===== config.mk =====
export PLATFORM = sky130hd
export DESIGN_NAME = mflq_ctrl
export DESIGN_NICKNAME = d
export VERILOG_FILES = /design/src/design/mflq_pkg.sv /design/src/design/mflq_ctrl.sv
export SDC_FILE = /design/constraint.sdc
export NUM_CORES = 1
export LEC_CHECK = 0
export ABC_AREA = 1
export BUFFER_PORTS_ARGS = -buffer_cell sky130_fd_sc_hd__buf_2
export CAP_MARGIN = 30
export CORE_AREA = 10 10 47 49
export DETAILED_ROUTE_END_ITERATION = 16
export DIE_AREA = 0 0 57 59
export GPL_TIMING_DRIVEN = 0
export PLACE_DENSITY_LB_ADDON = 0.12
export SLEW_MARGIN = 20
export SYNTH_ARGS = -nofsm -noshare
export SYNTH_HDL_FRONTEND = slang
export SYNTH_SLANG_ARGS = --single-unit
export TNS_END_PERCENT = 20

===== constraint.sdc =====
create_clock -name clk -period 0.8 [get_ports clk]
set_input_delay 0.08 -clock clk [delete_from_list [all_inputs] [get_ports clk]]
set_output_delay 0.08 -clock clk [all_outputs]
set_load 0.005 [all_outputs]

===== src/design/mflq_pkg.sv =====
// mflq_pkg: shared constants, codes and types for the mesh floor level query block
// no dependencies; imported by the controller, datapath, top level and checker
`timescale 1ns / 1ps

package mflq_pkg;

  // store geometry
  localparam int MAX_TRIANGLES = 1024;
  localparam int COORD_BITS    = 32;
  localparam int TRI_AW        = (MAX_TRIANGLES > 1) ? $clog2(MAX_TRIANGLES) : 1;
  localparam int TRI_CW        = $clog2(MAX_TRIANGLES + 1);

  // sum of three heights and the divide-by-three unit
  localparam int SUM_W     = COORD_BITS + 2;
  localparam int DIV_W     = COORD_BITS + 1;
  // floor(n / 3) == (n * DIV_RECIP) >> DIV_SHIFT for every DIV_W-bit n
  localparam int DIV_SHIFT = DIV_W + 1;
  localparam logic [DIV_W-1:0] DIV_RECIP =
      DIV_W'(((64'd1 << DIV_SHIFT) + 64'd2) / 64'd3);
  // the multiplier takes the operand in two halves, one per cycle
  localparam int DIV_LO_W  = (DIV_W + 1) / 2;
  localparam int MUL_W     = DIV_LO_W + DIV_W;
  localparam int ACC_W     = 2 * DIV_W;
  localparam int DIV_STEPS = 2;
  localparam int DIV_CNT_W = $clog2(DIV_STEPS + 1);

  localparam logic [COORD_BITS-1:0] COORD_MAX = {1'b0, {(COORD_BITS-1){1'b1}}};
  localparam logic [COORD_BITS-1:0] COORD_MIN = {1'b1, {(COORD_BITS-1){1'b0}}};

  // input word commands
  typedef enum logic [1:0] {
    CMD_LOAD  = 2'd0,
    CMD_QUERY = 2'd1,
    CMD_CLEAR = 2'd2
  } command_t;

  typedef enum logic [1:0] {
    ST_IDLE,
    ST_SCAN,
    ST_DIVIDE
  } state_t;

  // one stored vertex
  typedef struct packed {
    logic [COORD_BITS-1:0] z;
    logic [COORD_BITS-1:0] y;
    logic [COORD_BITS-1:0] x;
  } vertex_t;

  // controller to datapath
  typedef struct packed {
    logic load;
    logic clear;
    logic query_start;
    logic scan_en;
    logic div_start;
    logic div_step;
    logic out_load;
  } dp_cmd_t;

  // datapath to controller
  typedef struct packed {
    logic scan_done;
    logic div_done;
  } dp_status_t;

endpackage


===== src/design/mflq_ctrl.sv =====
// mflq_ctrl: command decode, sequencing state machine and result valid register
// depends on mflq_pkg; drives mflq_datapath through dp_cmd_t
`timescale 1ns / 1ps

module mflq_ctrl
  import mflq_pkg::*;
(
  input  logic       clk,
  input  logic       rst,
  input  logic       item_valid,
  output logic       item_stall,
  input  logic [1:0] command,
  output logic       result_valid,
  input  logic       result_stall,
  output dp_cmd_t    cmd,
  input  dp_status_t status
);

  state_t state;
  state_t state_next;
  logic   result_valid_next;

  // state and result valid registers
  always_ff @(posedge clk) begin
    if (rst) begin
      state        <= ST_IDLE;
      result_valid <= 1'b0;
    end else begin
      state        <= state_next;
      result_valid <= result_valid_next;
    end
  end

  // next state and commands
  always_comb begin
    state_next = state;
    cmd        = '0;
    item_stall = 1'b1;
    unique case (state)
      ST_IDLE: begin
        item_stall = 1'b0;
        if (item_valid) begin
          unique case (command_t'(command))
            CMD_LOAD:  cmd.load = 1'b1;
            CMD_CLEAR: cmd.clear = 1'b1;
            CMD_QUERY: begin
              cmd.query_start = 1'b1;
              state_next      = ST_SCAN;
            end
            default: ;
          endcase
        end
      end
      ST_SCAN: begin
        cmd.scan_en = 1'b1;
        if (status.scan_done) begin
          cmd.div_start = 1'b1;
          state_next    = ST_DIVIDE;
        end
      end
      ST_DIVIDE: begin
        cmd.div_step = 1'b1;
        // hand the result over once the output register is free
        if (status.div_done && (!result_valid || !result_stall)) begin
          cmd.out_load = 1'b1;
          state_next   = ST_IDLE;
        end
      end
      default: state_next = ST_IDLE;
    endcase
    result_valid_next = (result_valid && result_stall) || cmd.out_load;
  end

endmodule


After elaboration in Yosys (flattened, before gate mapping):

Index checks and enable logic that the tools add are counted.

* register bits: 3
* bits in latches: 0
* bits in writable memories: 0
* memory bits (read-only): 0
* output and inout bits: 9
* logic and storage cells: 34
* memories kept: 0

* add/subtract/negate cells: 0
* multiply operators: 0
* div/mod/pow operators: 0
* order comparisons: 0
* equal/unequal tests: 8
* shift operators: 0
* multiplexer cells: 15
* bitwise logic cells: 0
* reduce and logical (&&, ||, !) cells: 9

Operators by type and width (number)
* 2-bit two-way mux: 6
* 1-bit two-way mux: 6
* 3-bit two-way mux: 2
* 2-bit != test (second input constant): 3
* 2-bit case mux with 3 select lines: 1
* 2-bit by 1-bit equality test with 1-bit output (second input constant): 2
* 2-bit equality test (second input constant): 2
* 2-bit logical NOT: 2
* 4-bit AND reduction: 1
* 1-bit logical AND: 2
* 1-bit logical NOT: 2
* 1-bit logical OR: 2
* 2-bit by 1-bit != test with 1-bit output (second input constant): 1

Depth between registers and ports, before layout:

Gate-level depths: netlist (run 1).

* word-level depth: 6
* depth in mapped cells: 4
* gate-level depth less buffers: 4

Worst setup path after synthesis (run 1):

No wires, ideal clock.

* path type: reg-to-reg
* start: register state[1]
* end: register state[1]
* library setup time: 0.066 ns
* data arrival time: 0.731 ns
* required time: 0.734 ns
* path slack: 0.003 ns
* cell stages (with the launch flop): 5
* buffers on the path: 0
* clock period less this slack: 0.797 ns
* cell sequence: dfxtp_1 > inv_2 > nor2_2 > nand2_1 > a21oi_2

* word-level cells in the longest chain between the ends: 3
* elaborated cells between the ends (all ways): 9
* those cells by class: 6 x eq/ne; 1 x mux; 2 x reduce/logical

Ends and longest elaborated chain
* start, declared: RTL line mflq_ctrl.sv:19 `state_t state;`
* start signal, assigned: RTL line mflq_ctrl.sv:29 `state <= state_next;`
* 2-bit equality test, or another cell as far along: RTL line mflq_ctrl.sv:39 `unique case (state)`
* 2-bit != test (no source line) / 2-bit by 1-bit != test with 1-bit output (equally long branches)
* 4-bit AND reduction (no source line)

Several ways; a longest one is shown, not always the timed one.
A chain may end at the register's enable or synchronous reset.

==> flow_summary.yaml, run 1 <==
die:
  die_h_um: 59
  dieArea_mm2: 0.00336
  die-width_um: 57
  io_pins: 17
  core_area_mm2: 0.00140
  start_util_pct: 13.6
  rows: 14
worst_setup_path:
  path_delay_family: "flip-flops"
  critPathKind: "flip-flop to output port"
  critPathBufInv: 2
  r2r_cells: 4
  crit_chain: "inv_4 -> nand2_4 -> nor4_2 -> buf_2"
  end_kind: "output port"
  worstPathMaxFanout: 3
  rrSetupSlack_ps: -70
  path_depth: 4
  worst_path_largest_cell_delay_ps: 340
  crit_slowest_cell: "dfxtp_2"
  start_kind: "flip-flop"
  arrival_ps: 970
  crit_required_ps: 720
outcome:
  outcome: "finished, violations left"
  violations: "negative setup slack"
global_route:
  grt.overflow.total: 0
  grt_max_degree: 4
  grt_pass1_vias: 281
  grt_usage_pct: 4.37
  antenna_found_initial: 0
  grt_pass1_wl_mm: 1.15
clock_tree:
  cts_sinks: 3
  cts_buffers: 3
  clock_latency_ps: 230
  cts-root-buf: "clkbuf_4"
  cts_tree: "yes"
  clockBufferDepth: 2
  h-tree-depth: 1
  clkTransAtPathRegs_ps: 30
synth:
  yosys_warnings: 0
  synthCells: 30
  ys_types: 13
  synth_area_um2: 190
  syn_avg_cell_area_um2: 6.34
  synth_nets: 38
  ys_ff_latch: 3
  seq_area_frac_synth_pct: 31.6
timing:
  rsz0062_at_grt: "yes"
  timing.fmax_mhz: 951
  skew_ps: 1.09
  finalCritPeriodShare_pct: 131
  final.setup.tns_ps: -1770
  worst_pin_slew_ps: 179
  maxSlewHeadroom_pct: 88.0
  holdWs_ps: 34.8
  slew_violations: 0
  setup_ws_ps: -252
  finalSetupViolCount: 10
  fin_crit_ps: 1050
  finalHoldViolations: 0
place:
  place_ws_ps: -98.1
  place.gp.congestion: 0.617
  port_buffers: 16
  dp_hpwl_um: 553
  placed_cells: 62
finish:
  drive_above_1_share_pct: 65.4
  diodes: 0
  stdcell_count: 68
  final_nets: 61
  utilization_pct: 26.3
  synthToLayoutAreaGrowth_pct: 94.1
run:
  maxCapViolations: 0
power_and_ir_drop:
  power_density_mw_per_mm2: 1370
  p_sw_share_pct: 24.0
  clock_power_share_pct: 51.5
  switchingPower_uw: 121
  vdd_ir_drop_max_v: 0.000705
  p_int_uw: 383
  p_comb_share_pct: 17.0
  p_seq_share_pct: 31.5
  power_leakage_uw: 0.000208
hold_path:
  hold_path_class: "input port to flip-flop"
  hold_depth: 2
detailed_routing:
  vias: 266
  post_drt_wl_per_cell_um: 9.25
  routed_wl_um: 629
  vias_per_cell: 3.91
  ant_nets: 0
  first_pass_iters: 2
  drt_iter0_markers: 1
  drc: 0
final timing paths:
path | start | endpoint
min | rst | state[1]
max reg2reg | state[0] | state[1]
min reg2reg | state[0] | state[0]
max | state[1] | cmd[6]
metrics by stage:
| stage | instance area, µm² | power (µW) |
|---|---|---|
| 2_1_floorplan | 190 | 189 |
| 3_3_place_gp | 290 | 231 |
| 3_5_place_dp | 290 | 231 |
| 4_1_cts | 343 | 512 |
| 5_1_grt | 369 | 560 |
| 6_report | 369 | 504 |
cell families after synthesis:
kind of cell           Yosys count  synth area share [%]
buffers and inverters            7                  15.8
DFF                              3                  31.6
AOI/OAI and AO/OA                3                  11.2
and+or+nand+nor                 17                  41.4
worst reg2reg max path, cell delays in order, from the launching register on:
cell and delay (ps):
dfxtp_2 330, buf_4 140, nor2_2 130, nand2_1 90, a21oi_2 120
timing repair:
action                                  in CTS  in global routing
pin swaps                                    4                  1
endpoints found under the setup margin      11                 11
resized for setup                            5                  6
buffers inserted                             2                  0
hold buffers                                 0                  0
power groups by stage:
stage	clock network [µW]	logic [µW]	registers, µW
after floorplan	0	29.7	160
after global placement	0	70.6	160
after detailed placement	0	70.5	160
after CTS	275	79.9	157
after global routing	303	97.6	159
final	260	85.7	159
layout by cell type, fill, tap and decap left out:
master	count
a21boi_1	1
a21oi_1	1
a21oi_2	1
buf_2	16
buf_4	2
buf_6	1
clkbuf_1	1
clkbuf_4	3
dfxtp_1	1
dfxtp_2	2
inv_1	4
inv_4	2
nand2_1	7
nand2_2	1
nand2_4	1
nor2_1	3
nor2_2	1
nor2_4	1
nor3_2	2
nor4_2	1
area by class of cell:
cell class / count / area (µm²)
sequential: 3 / 62.6
fill: 183 / 1030
multi-input combinational: 20 / 126
clock buffer: 4 / 26.3
buffer: 1 / 7.51
timing repair buffer: 18 / 98.8
tap: 16 / 20.0
inverter: 6 / 27.5
cell usage after synthesis (all sizes together):
master,number,share of area (%)
nand2,9,18
buf,1,3.9
inv,6,12
nor2,5,15
a21oi,2,7.2
nor3,2,5.3
nor4,1,3.3
dfxtp,3,32
a21boi,1,3.9
metal layers:
layer	GRT usage, %	wire length, µm
met1	3.81	216
met2	6.82	319
met3	3.43	80
met4	3.02	13
met5	0	0
sequential cells by signal (all words and copies together) (netlist names):
signal        cells
state             2
result_valid      1
Note: power is estimated with default switching activity, not from simulation.
==> run 2, diff against run 1 <==
HOLD_SLACK_MARGIN = 0.15   (was unset)
==> flow_summary.yaml, run 2 (synthesis gave the netlist of run 1 again) <==
die:
  die-width_um: 57
  dieArea_mm2: 0.00336
  rows: 14
  die_h_um: 59
  io_pins: 17
  start_util_pct: 13.6
  core_area_mm2: 0.00140
global_route:
  grt_pass1_vias: 286
  grt.overflow.total: 0
  grt_usage_pct: 4.46
  grt_pass1_wl_mm: 1.18
  grt_max_degree: 4
  antenna_found_initial: 0
detailed_routing:
  first_pass_iters: 2
  vias: 272
  vias_per_cell: 3.94
  drc: 0
  ant_nets: 0
  post_drt_wl_per_cell_um: 9.28
  routed_wl_um: 640
  drt_iter0_markers: 1
timing:
  timing.fmax_mhz: 951
  finalSetupViolCount: 10
  setup_ws_ps: -252
  skew_ps: 1.09
  maxSlewHeadroom_pct: 88.0
  worst_pin_slew_ps: 179
  finalCritPeriodShare_pct: 131
  fin_crit_ps: 1050
  slew_violations: 0
  rsz0062_at_grt: "yes"
  finalHoldViolations: 0
place:
  dp_hpwl_um: 553
  port_buffers: 16
  place.gp.congestion: 0.617
  place_ws_ps: -98.1
outcome:
  violations: "negative setup slack"
  outcome: "finished, violations left"
finish:
  utilization_pct: 27.1
  drive_above_1_share_pct: 64.2
  final_nets: 62
  diodes: 0
  largest_reg_flops: 2
  synthToLayoutAreaGrowth_pct: 99.3
  mostFrequentLayoutCells: "16 x buf_2, 7 x nand2_1, 4 x inv_1, 3 x nor2_1, 3 x clkbuf_4"
  fill_cells: 182
  top_register: "state"
  reg_top3: "state: 2 flops, result_valid: 1 flops"
  final_common_cell: "buf_2"
worst_setup_path:
  arrival_ps: 970
  critPathKind: "flip-flop to output port"
  rr_startpoint: "state[0]"
  end_kind: "output port"
  crit_required_ps: 720
  worstPathMaxFanout: 3
  critPathLaunch: "state[1]"
  start_kind: "flip-flop"
hold_path:
  hold_path_class: "input port to flip-flop"
  hp-start: "status[0]"
clock_tree:
  cts_tree: "yes"
  clockBufferDepth: 2
  cts_hold_buf: 1
  clock_latency_ps: 230
  clkTransAtPathRegs_ps: 30
  h-tree-depth: 1
  cts-root-buf: "clkbuf_4"
  cts_sinks: 3
  cts_buffers: 3
run:
  maxCapViolations: 0
power_and_ir_drop:
  power_density_mw_per_mm2: 1340
  vdd_ir_drop_max_v: 0.000705
  power_leakage_uw: 0.000212
-- run 2: final cells by class --
type                            instances  area (µm²)  share of cell area (%)
Buffer                                  1        7.51                    1.98
Clock buffer                            4        26.3                    6.93
Inverter                                6        27.5                    7.26
Multi-Input combinational cell         20         126                    33.3
Sequential cell                         3        62.6                    16.5
Tap cell                               16        20.0                    5.28
Timing Repair Buffer                   19         109                    28.7
-- run 2: path summary, 6_finish.rpt --
kind / endpoint / slack [ps] / cells after the start
setup reg to reg: state[1] / -70 / 4
hold reg to reg: state[0] / 580 / 3
hold / removal: result_valid / 100 / 3
setup / recovery: cmd[6] / -250 / 4
-- run 2: critical path, cell delays in order, from the launching register on --
cell,delay [ps]
dfxtp_2,340
inv_4,80
nand2_4,50
nor4_2,120
buf_2,150
-- run 2: metrics by stage --
stage	TNS, ps	total power (µW)	cell area, µm²	std cells	hold slack, ps
floorplan	0	189	190	30	142
global placement	-441	231	290	62	282
detailed placement	-391	231	290	62	280
CTS	-1960	516	353	69	104
global route	-2530	564	379	69	126
finish	-1770	508	379	69	103
-- run 2: where the power goes --
part           switching (µW)  internal (µW)
combinational            43.8           45.6
clock                    73.4            187
sequential               4.17            155
total                     121            387
-- run 2: repair_timing --
| action | CTS | global route |
|---|---|---|
| pin swaps | 4 | 1 |
| buffers inserted | 2 | 0 |
| endpoints found under the hold margin | 3 | 1 |
| endpoints found under the setup margin | 11 | 11 |
| gates resized for setup | 5 | 6 |
-- run 2: layer usage --
layer / vias up / part of all wire [%] / track usage (%)
met3: 2 / 13 / 3.65
met4: 0 / 2.0 / 3.02
met1: 123 / 34 / 3.69
met2: 11 / 51 / 7.13
li1: 136 / - / -
met5: - / 0 / 0
